**src/design/rgvw_pkg.sv**
```systemverilog
// ----------------------------------------------------------------------------
// rgvw_pkg
// Shared types, constants and helpers of the ray grid voxel walker.
// ----------------------------------------------------------------------------
package rgvw_pkg;

	// Grid limits
	localparam int MAX_CELLS_PER_AXIS = 256;
	localparam int CELL_W             = 8;
	localparam int CNT_W              = 9;
	localparam int TIME_W             = 31;
	localparam logic [TIME_W-1:0] TMAX = 31'h7FFF_FFFF;

	// Divider port widths
	localparam int NUM_W = 48;
	localparam int DEN_W = 32;
	localparam int QUO_W = 32;
	localparam int REM_W = 64;

	// Last axis (z)
	localparam logic [1:0] LAST_AXIS = 2'd2;

	// Configuration register indexes
	localparam logic [2:0] CFG_MIN_X  = 3'd0;
	localparam logic [2:0] CFG_MIN_Y  = 3'd1;
	localparam logic [2:0] CFG_MIN_Z  = 3'd2;
	localparam logic [2:0] CFG_SIZE_X = 3'd3;
	localparam logic [2:0] CFG_SIZE_Y = 3'd4;
	localparam logic [2:0] CFG_SIZE_Z = 3'd5;
	localparam logic [2:0] CFG_CELLS  = 3'd6;

	typedef enum logic [1:0] {
		WS_VOXEL = 2'd0,
		WS_MISS  = 2'd1,
		WS_LEFT  = 2'd2,
		WS_NOACT = 2'd3
	} walk_status_t;

	// What a division computes and where its quotient goes
	typedef enum logic [2:0] {
		DOP_T0,
		DOP_T1,
		DOP_CELL,
		DOP_CT,
		DOP_BT
	} div_op_t;

	// Axis choice from the three boundary compares
	localparam logic [1:0] AXIS_PICK [8] = '{2'd0, 2'd0, 2'd1, 2'd0, 2'd2, 2'd2, 2'd1, 2'd0};

	function automatic logic [1:0] pick_axis(input logic [TIME_W-1:0] b0,
		input logic [TIME_W-1:0] b1, input logic [TIME_W-1:0] b2);
		logic [2:0] sel;
		sel = {(b2 <= b0), (b1 <= b2), (b0 <= b1)};
		return AXIS_PICK[sel];
	endfunction

	// Controller to datapath commands
	typedef struct packed {
		logic         cap;
		logic         init;
		logic         nsz;
		logic         zero_chk;
		logic         div_start;
		div_op_t      div_op;
		logic         mul_hi;
		logic         mul_lo;
		logic         rel;
		logic         cell_dir;
		logic         tgt;
		logic         commit;
		logic         step;
		logic         em1;
		logic         em2;
		logic         out_load;
		walk_status_t out_kind;
		logic [1:0]   axis;
	} rgvw_cmd_t;

	// Datapath to controller status
	typedef struct packed {
		logic req_start;
		logic h_zero;
		logic miss;
		logic cell_direct;
		logic active;
		logic edge_hit;
		logic out_free;
		logic div_done;
		logic div_busy;
	} rgvw_stat_t;

endpackage

```
**src/design/rgvw_ctrl.sv**
```systemverilog
// ----------------------------------------------------------------------------
// rgvw_ctrl
// Sequencer of the voxel walker: ray setup over the three axes with the
// shared divider, voxel steps, index build and result hand-off.
// ----------------------------------------------------------------------------
module rgvw_ctrl import rgvw_pkg::*; (
	input  logic       clk,
	input  logic       arst_n,
	input  logic       s_tvalid,
	output logic       s_tready,
	input  rgvw_stat_t st,
	output rgvw_cmd_t  cmd
);

	typedef enum logic [4:0] {
		S_IDLE, S_INIT, S_SHI, S_SLAB, S_SLAB1, S_SNEXT, S_CHK,
		S_CHI, S_MH, S_ML, S_REL, S_CELL, S_TG, S_BT, S_CNEXT,
		S_STEP, S_E1, S_E2, S_OUT, S_DIVW
	} state_t;

	state_t       state_q, ret_q;
	logic [1:0]   ax_q;
	walk_status_t kind_q;

	assign s_tready = (state_q == S_IDLE);

	// Decode commands
	always_comb begin
		cmd          = '0;
		cmd.axis     = ax_q;
		cmd.out_kind = kind_q;
		cmd.div_op   = DOP_T0;
		case (state_q)
			S_IDLE:       cmd.cap = s_tvalid;
			S_INIT:       cmd.init = 1'b1;
			S_SHI, S_CHI: cmd.nsz = 1'b1;
			S_SLAB: begin
				if (st.h_zero) begin
					cmd.zero_chk = 1'b1;
				end else begin
					cmd.div_start = 1'b1;
					cmd.div_op    = DOP_T0;
				end
			end
			S_SLAB1: begin
				cmd.div_start = 1'b1;
				cmd.div_op    = DOP_T1;
			end
			S_MH:  cmd.mul_hi = 1'b1;
			S_ML:  cmd.mul_lo = 1'b1;
			S_REL: cmd.rel = 1'b1;
			S_CELL: begin
				if (st.cell_direct) begin
					cmd.cell_dir = 1'b1;
				end else begin
					cmd.div_start = 1'b1;
					cmd.div_op    = DOP_CELL;
				end
			end
			S_TG: begin
				cmd.tgt = 1'b1;
				if (!st.h_zero) begin
					cmd.div_start = 1'b1;
					cmd.div_op    = DOP_CT;
				end
			end
			S_BT: begin
				cmd.div_start = 1'b1;
				cmd.div_op    = DOP_BT;
			end
			S_CNEXT: cmd.commit = (ax_q == LAST_AXIS);
			S_STEP:  cmd.step = st.active;
			S_E1:    cmd.em1 = 1'b1;
			S_E2:    cmd.em2 = 1'b1;
			S_OUT:   cmd.out_load = st.out_free;
			default: ;
		endcase
	end

	// Advance state
	always_ff @(posedge clk or negedge arst_n) begin
		if (!arst_n) begin
			state_q <= S_IDLE;
			ret_q   <= S_IDLE;
			ax_q    <= '0;
			kind_q  <= WS_VOXEL;
		end else begin
			case (state_q)
				S_IDLE: begin
					if (s_tvalid) state_q <= st.req_start ? S_INIT : S_STEP;
				end
				S_INIT: begin
					ax_q    <= '0;
					state_q <= S_SHI;
				end
				S_SHI: state_q <= S_SLAB;
				S_SLAB: begin
					if (st.h_zero) begin
						state_q <= S_SNEXT;
					end else begin
						ret_q   <= S_SLAB1;
						state_q <= S_DIVW;
					end
				end
				S_SLAB1: begin
					ret_q   <= S_SNEXT;
					state_q <= S_DIVW;
				end
				S_SNEXT: begin
					if (ax_q == LAST_AXIS) begin
						ax_q    <= '0;
						state_q <= S_CHK;
					end else begin
						ax_q    <= ax_q + 2'd1;
						state_q <= S_SHI;
					end
				end
				S_CHK: begin
					if (st.miss) begin
						kind_q  <= WS_MISS;
						state_q <= S_OUT;
					end else begin
						state_q <= S_CHI;
					end
				end
				S_CHI: state_q <= S_MH;
				S_MH:  state_q <= S_ML;
				S_ML:  state_q <= S_REL;
				S_REL: state_q <= S_CELL;
				S_CELL: begin
					if (st.cell_direct) begin
						state_q <= S_TG;
					end else begin
						ret_q   <= S_TG;
						state_q <= S_DIVW;
					end
				end
				S_TG: begin
					if (st.h_zero) begin
						state_q <= S_CNEXT;
					end else begin
						ret_q   <= S_BT;
						state_q <= S_DIVW;
					end
				end
				S_BT: begin
					ret_q   <= S_CNEXT;
					state_q <= S_DIVW;
				end
				S_CNEXT: begin
					if (ax_q == LAST_AXIS) begin
						state_q <= S_E1;
					end else begin
						ax_q    <= ax_q + 2'd1;
						state_q <= S_CHI;
					end
				end
				S_STEP: begin
					if (!st.active) begin
						kind_q  <= WS_NOACT;
						state_q <= S_OUT;
					end else if (st.edge_hit) begin
						kind_q  <= WS_LEFT;
						state_q <= S_OUT;
					end else begin
						state_q <= S_E1;
					end
				end
				S_E1: state_q <= S_E2;
				S_E2: begin
					kind_q  <= WS_VOXEL;
					state_q <= S_OUT;
				end
				S_OUT: begin
					if (st.out_free) state_q <= S_IDLE;
				end
				S_DIVW: begin
					if (st.div_done) state_q <= ret_q;
				end
				default: state_q <= S_IDLE;
			endcase
		end
	end

endmodule

```
**config.mk**
```make
export PLATFORM = sky130hd
export DESIGN_NAME = rgvw_ctrl
export DESIGN_NICKNAME = d
export VERILOG_FILES = /design/src/design/rgvw_pkg.sv /design/src/design/rgvw_ctrl.sv
export SDC_FILE = /design/constraint.sdc
export NUM_CORES = 1
export LEC_CHECK = 0
export BUFFER_PORTS_ARGS = -buffer_cell sky130_fd_sc_hd__buf_4
export CORE_ASPECT_RATIO = 1.25
export CORE_UTILIZATION = 45
export DETAILED_ROUTE_END_ITERATION = 8
export PLACE_DENSITY = 0.71
export SLEW_MARGIN = 20
export SYNTH_ARGS = -nofsm -noshare
export SYNTH_HDL_FRONTEND = slang
export SYNTH_SLANG_ARGS = --single-unit
export TNS_END_PERCENT = 100
```
**constraint.sdc**
```tcl
create_clock -name clk -period 1.9 [get_ports clk]
set_input_delay 0.38 -clock clk [delete_from_list [all_inputs] [get_ports clk]]
set_output_delay 0.38 -clock clk [all_outputs]
set_load 0.1 [all_outputs]
```
==> summary.md, run 1 <==
| Metric | Value |
|---|---|
| Syn_nets | `171` |
| Htree depth | `1` |
| Clk sinks | `13` |
| Syn avg cell area | `7.68 um^2` |
| Synth Cell Area | `0.00120 mm^2` |
| Seq cells post-synth | `13` |
| Syn Inst Count | `156` |
| GPL Wtd Cong | `0.899` |
| I/O pins | `35` |
| Die span in x | `48.2 um` |
| Largest net degree at the start of global routing | `15` |
| Synth top area share | `0.271` |
| First error | `[ERROR DPL-0038] Utilization greater than 100%, impossible to legalize` |
| Row cnt | `20` |
| CTS Root Cell | `clkbuf_4` |
| Initial Util | `0.484` |
| Max Root-Sink Buffers | `2` |
| Outcome | `did not finish` |
| YS warnings | `0` |
| I/O Buffers | `33` |
| Synth area leader | `dfrtp_1` |
| Hpwl dp | `3070 um` |
| Top cells by area, synth | `dfrtp_1 (27%), nand2_1 (4.4%), nor2_1 (4.4%)` |
| Synth cell types | `49` |
| Die height | `59.7 um` |
| Register area share after synthesis | `0.271` |
| GRT worst endpoint | `cmd[17]` |
| Worst EP Category | `primary output` |
| Failed at | `5_1_grt` |
| CTS buffer count | `3` |
[through the flow]
stage          setup slack (ps)  cell area [um^2]  TNS, ps  std cells   util
2_1_floorplan              -892              1430    -7420        156      -
3_3_place_gp              -59.8              1850     -194        243  0.748
3_5_place_dp              -74.5              1850     -266        243  0.748
4_1_cts                    -257              2280    -2540        258  0.921
[kinds of logic after synthesis]
kind of cell    synth area share
compound gates             0.234
xor+xnor                 0.00731
fa+ha+maj                 0.0313
buf+inv                   0.0699
flops                      0.271
mux                       0.0418
simple gates               0.344
[cells in the mapped netlist (all sizes together)]
library cell and n:
a2111oi 2, a211oi 4, a21boi 1, a21o 2
a21oi 10, a22o 1, a22oi 2, a31oi 3
a41oi 1, and2 6, and3 1, and4b 1
buf 10, clkbuf 1, dfrtp 13, ha 3
inv 6, mux2i 5, nand2 14, nand2b 7
nand3 4, nand3b 1, nand4 1, nand4b 1
nor2 15, nor2b 3, nor3 9, nor3b 1
nor4 5, o2111ai 1, o211ai 1, o21ai 8
o21bai 1, o2bb2ai 1, o311a 1, o31ai 1
o32ai 1, or2 1, or3 3, or3b 1
or4 2, xor2 1
[repair_timing]
action                                  CTS
setup buffers                            10
gates cloned                              0
hold endpoints to repair                 13
resized for setup                        76
hold buffers                              1
pin swaps                                 9
endpoints found under the setup margin   20
==> inputs of run 2 (changes only) <==
--- a/config.mk
+++ b/config.mk
@@ -6,10 +6,9 @@
 export NUM_CORES = 1
 export LEC_CHECK = 0
 export BUFFER_PORTS_ARGS = -buffer_cell sky130_fd_sc_hd__buf_4
-export CORE_ASPECT_RATIO = 1.25
-export CORE_UTILIZATION = 45
+export CORE_UTILIZATION = 30
 export DETAILED_ROUTE_END_ITERATION = 8
-export PLACE_DENSITY = 0.71
+export PLACE_DENSITY_LB_ADDON = 0.15
 export SLEW_MARGIN = 20
 export SYNTH_ARGS = -nofsm -noshare
 export SYNTH_HDL_FRONTEND = slang
==> summary.md, run 2 <==
| Metric | Value |
|---|---|
| Die span in x | `65.2 um (was 48.2 um)` |
| Buf+Inv Stages, Crit Path | `2` |
| Post-layout instance area | `0.00249 mm^2` |
| Worst R2R End | `state_q[1]` |
| Hpwl dp | `3350 um (was 3070 um)` |
| Syn_nets | `171 (unchanged)` |
| Post-Synth Adder-Cell Area | `0.0313 (unchanged)` |
| Post-synth EDFFs | `0 (unchanged)` |
| Synth Cell Area | `0.00120 mm^2 (unchanged)` |
| Largest net degree at the start of global routing | `15` |
| RSZ-0062 raised after global routing | `true` |
| Top cells by area, synth | `dfrtp_1 (27%), nand2_1 (4.4%), nor2_1 (4.4%) (unchanged)` |
| Tot Pwr | `4.17 mW` |
| Htree depth | `1 (unchanged)` |
| Core area | `0.00374 mm^2` |
| P_int | `2.00 mW` |
| Seq cells post-synth | `13 (unchanged)` |
| Simple-gate area share of the yosys netlist | `0.344 (unchanged)` |
| Slowest cell on crit path | `dfrtp_2` |
| Final ANT Viol Nets | `0` |
| Ratio of cells with drive above 1 in the final layout | `0.557` |
| Failing checks | `setup timing` |
| CP Data Required Time | `1520 ps` |
| YS warnings | `0 (unchanged)` |
| Worst Skew | `3.61 ps` |
| Post-DR wirelength/cell | `16.0 um` |
| Total gr overflow | `0` |
| Max-slew violations | `0` |
| DRT iter0 DRCs | `82` |
| # nets final | `251` |
| I/O Buffers | `33 (unchanged)` |
| Die area | `0.00425 mm^2` |
| Sw Ratio | `0.520` |
| Worst slew pin tran | `494 ps` |
| GRT Util Overall | `0.215` |
| Async set or reset register ratio after synthesis | `1.00 (unchanged)` |
| Clk pin slew, worst setup/hold paths | `50 ps` |
| # diodes | `0` |
| Largest regs | `state_q: 5 flops, ret_q: 4 flops` |
| Number of flip-flops in the largest register | `5` |
| Min Hold Slack | `474 ps` |
| Top cells by count, synth | `nand2_1 (14), nor2_1 (14), dfrtp_1 (13) (unchanged)` |
| GPL Wtd Cong | `0.906 (was 0.899)` |
| Row cnt | `22 (was 20)` |
| Vias in the first global route | `1,424` |
| Fmax | `0.473 GHz` |
| First-pass GRT wire length | `7000 um` |
| Comb pwr share | `0.832` |
| Setup TNS | `-1350 ps` |
| Rel. slew slack | `0.662` |
| DRC violation count after routing | `0` |
| Skew-Pair Late Insertion Delay | `240 ps` |
| Post-synthesis mux area share | `0.0418 (unchanged)` |
| Power density over cell area | `1680 mW/mm^2` |
| Crit path capture type | `primary output` |
| Most common cell after layout, fill and taps aside | `buf_4` |
| Syn Inst Count | `156 (unchanged)` |
| Compound-Gate Fraction of Synth Area | `0.234 (unchanged)` |
| Peak per-stage delay on the critical path | `410 ps` |
| CTS buffer count | `3 (unchanged)` |
| Synth cell types | `49 (unchanged)` |
| Worst r2r src | `state_q[3]` |
| Max Root-Sink Buffers | `2 (unchanged)` |
| Initial Util | `0.320 (was 0.484)` |
| Via count | `1,511` |
| Crit-path max FO | `2` |
| Hold WC Path Type | `reg -> reg` |
| Peak supply drop | `0.00114 V` |
| I/O pins | `35 (unchanged)` |
| Final Hold Viols | `0` |
| Synth area leader | `dfrtp_1 (unchanged)` |
| Final worst setup slack | `-213 ps` |
| Most frequent cells in the layout | `buf_4 (45), buf_6 (21), buf_12 (17)` |
| Hold path start | `ret_q[2]` |
| DR vias/cell | `5.34` |
| Most flops, register | `state_q` |
| Max Cap Violations | `0` |
| Total Wirelength | `4520 um` |
| CTS Root Cell | `clkbuf_8 (was clkbuf_4)` |
| Synth top area share | `0.271 (unchanged)` |
| Critical Path, Cell by Cell | `or2_1 > or3_4 > a21oi_4 > nor2_4 > clkinvlp_4 > buf_12` |
| Worst Reg2Reg Path Length in Cells | `6` |
| Part of the cycle the worst path needs | `1.11` |
| Clk sinks | `13 (unchanged)` |
| Main synth FF type | `dfrtp_1 (unchanged)` |
| Antenna violations before repair | `0` |
| DRT Pass-1 Iters | `4` |
| Outcome | `finished, violations left (was did not finish)` |
| Register area share after synthesis | `0.271 (unchanged)` |
| Worst setup SP type | `flip-flop` |
| Critical path's top delay family | `simple AND/OR/NAND/NOR gates` |
| R2R setup slack | `-10 ps` |
| Dpl ws | `-100 ps (was -74.5 ps)` |
| Switch Pwr | `2.17 mW` |
| XOR/XNOR share of the synthesized area | `0.00731 (unchanged)` |
| Syn avg cell area | `7.68 um^2 (unchanged)` |
| CTS tree | `done` |
| Worst EP arrival | `1730 ps` |
| Crit path time final | `2110 ps` |
| Final setup fails | `15` |
| Sequential Power Share | `0.109` |
| Clk pwr share | `0.058` |
| Main combinational cell family by area after synthesis | `simple AND/OR/NAND/NOR gates (unchanged)` |
| Syn-to-layout area delta | `108%` |
| Type of the worst setup path | `reg -> out` |
| Static Leak | `1.03 nW` |
| Area post-placement | `0.00194 mm^2 (was 0.00185 mm^2)` |
| Die height | `65.2 um (was 59.7 um)` |
| Hold EP | `ret_q[2]` |
| Worst hold stages | `1` |
## run 2: cell counts after synthesis
No cell type changed its count.
## run 2: area by class of cell
type                    instances  area (um^2)
well taps                      48         60.1
fillers                       308         1260
clock buffers                   4         45.0
repair buffers                 86          955
multi-input cells             126         1060
inverters                       6         38.8
flip-flops and latches         13          330
## run 2: power groups by stage
| stage | clock, mW | combinational [mW] | sequential, mW |
|---|---|---|---|
| detailed placement | 0 | 2.74 | 0.452 |
| floorplan | 0 | 1.80 | 0.633 |
| global placement | 0 | 2.71 | 0.447 |
| CTS | 0.249 | 3.11 | 0.453 |
| finish | 0.243 | 3.48 | 0.456 |
| global route | 0.266 | 3.64 | 0.467 |
## run 2: worst max path at each step
stage,startpoint,endpoint,slack (ps),depth (start not counted)
floorplan,state_q[1],cmd[17],-890,6
global placement,state_q[3],cmd[17],-80,6
detailed placement,state_q[3],cmd[17],-100,6
CTS,state_q[2],cmd[13],-210,5
global route,state_q[0],cmd[17],-270,7
finish,state_q[3],cmd[17],-210,6
## run 2: cell families (layout without fill, tap and decap cells)
family | count (synthesis) | count (layout)
and+or+nand+nor | 76 | 76
AOI/OAI and AO/OA | 41 | 41
buffers and inverters | 17 | 96
DFF | 13 | 13
muxes | 5 | 5
adders and majority gates | 3 | 3
xor gates and xnor gates | 1 | 1
## run 2: metal layers
metal	global-route usage	routed length, um	up-vias
met4	0.0571	73	0
li1	-	-	738
met2	0.343	2220	40
met1	0.308	2080	726
met3	0.0191	150	7
met5	0	0	-
## run 2: through the flow
stage	util	cells
after detailed placement	0.517	265
after global placement	0.517	265
after floorplan	-	156
after CTS	0.611	273
final	0.664	283
after global routing	0.664	283
## run 2: repair_timing
item,4_1_cts,5_1_grt
hold buffers,1,0
setup endpoints to repair,19,22
pin swaps,3,13
gates resized for setup,68,34
hold endpoints to repair,13,0
buffers inserted,3,13
(Power assumes the default switching activity.)
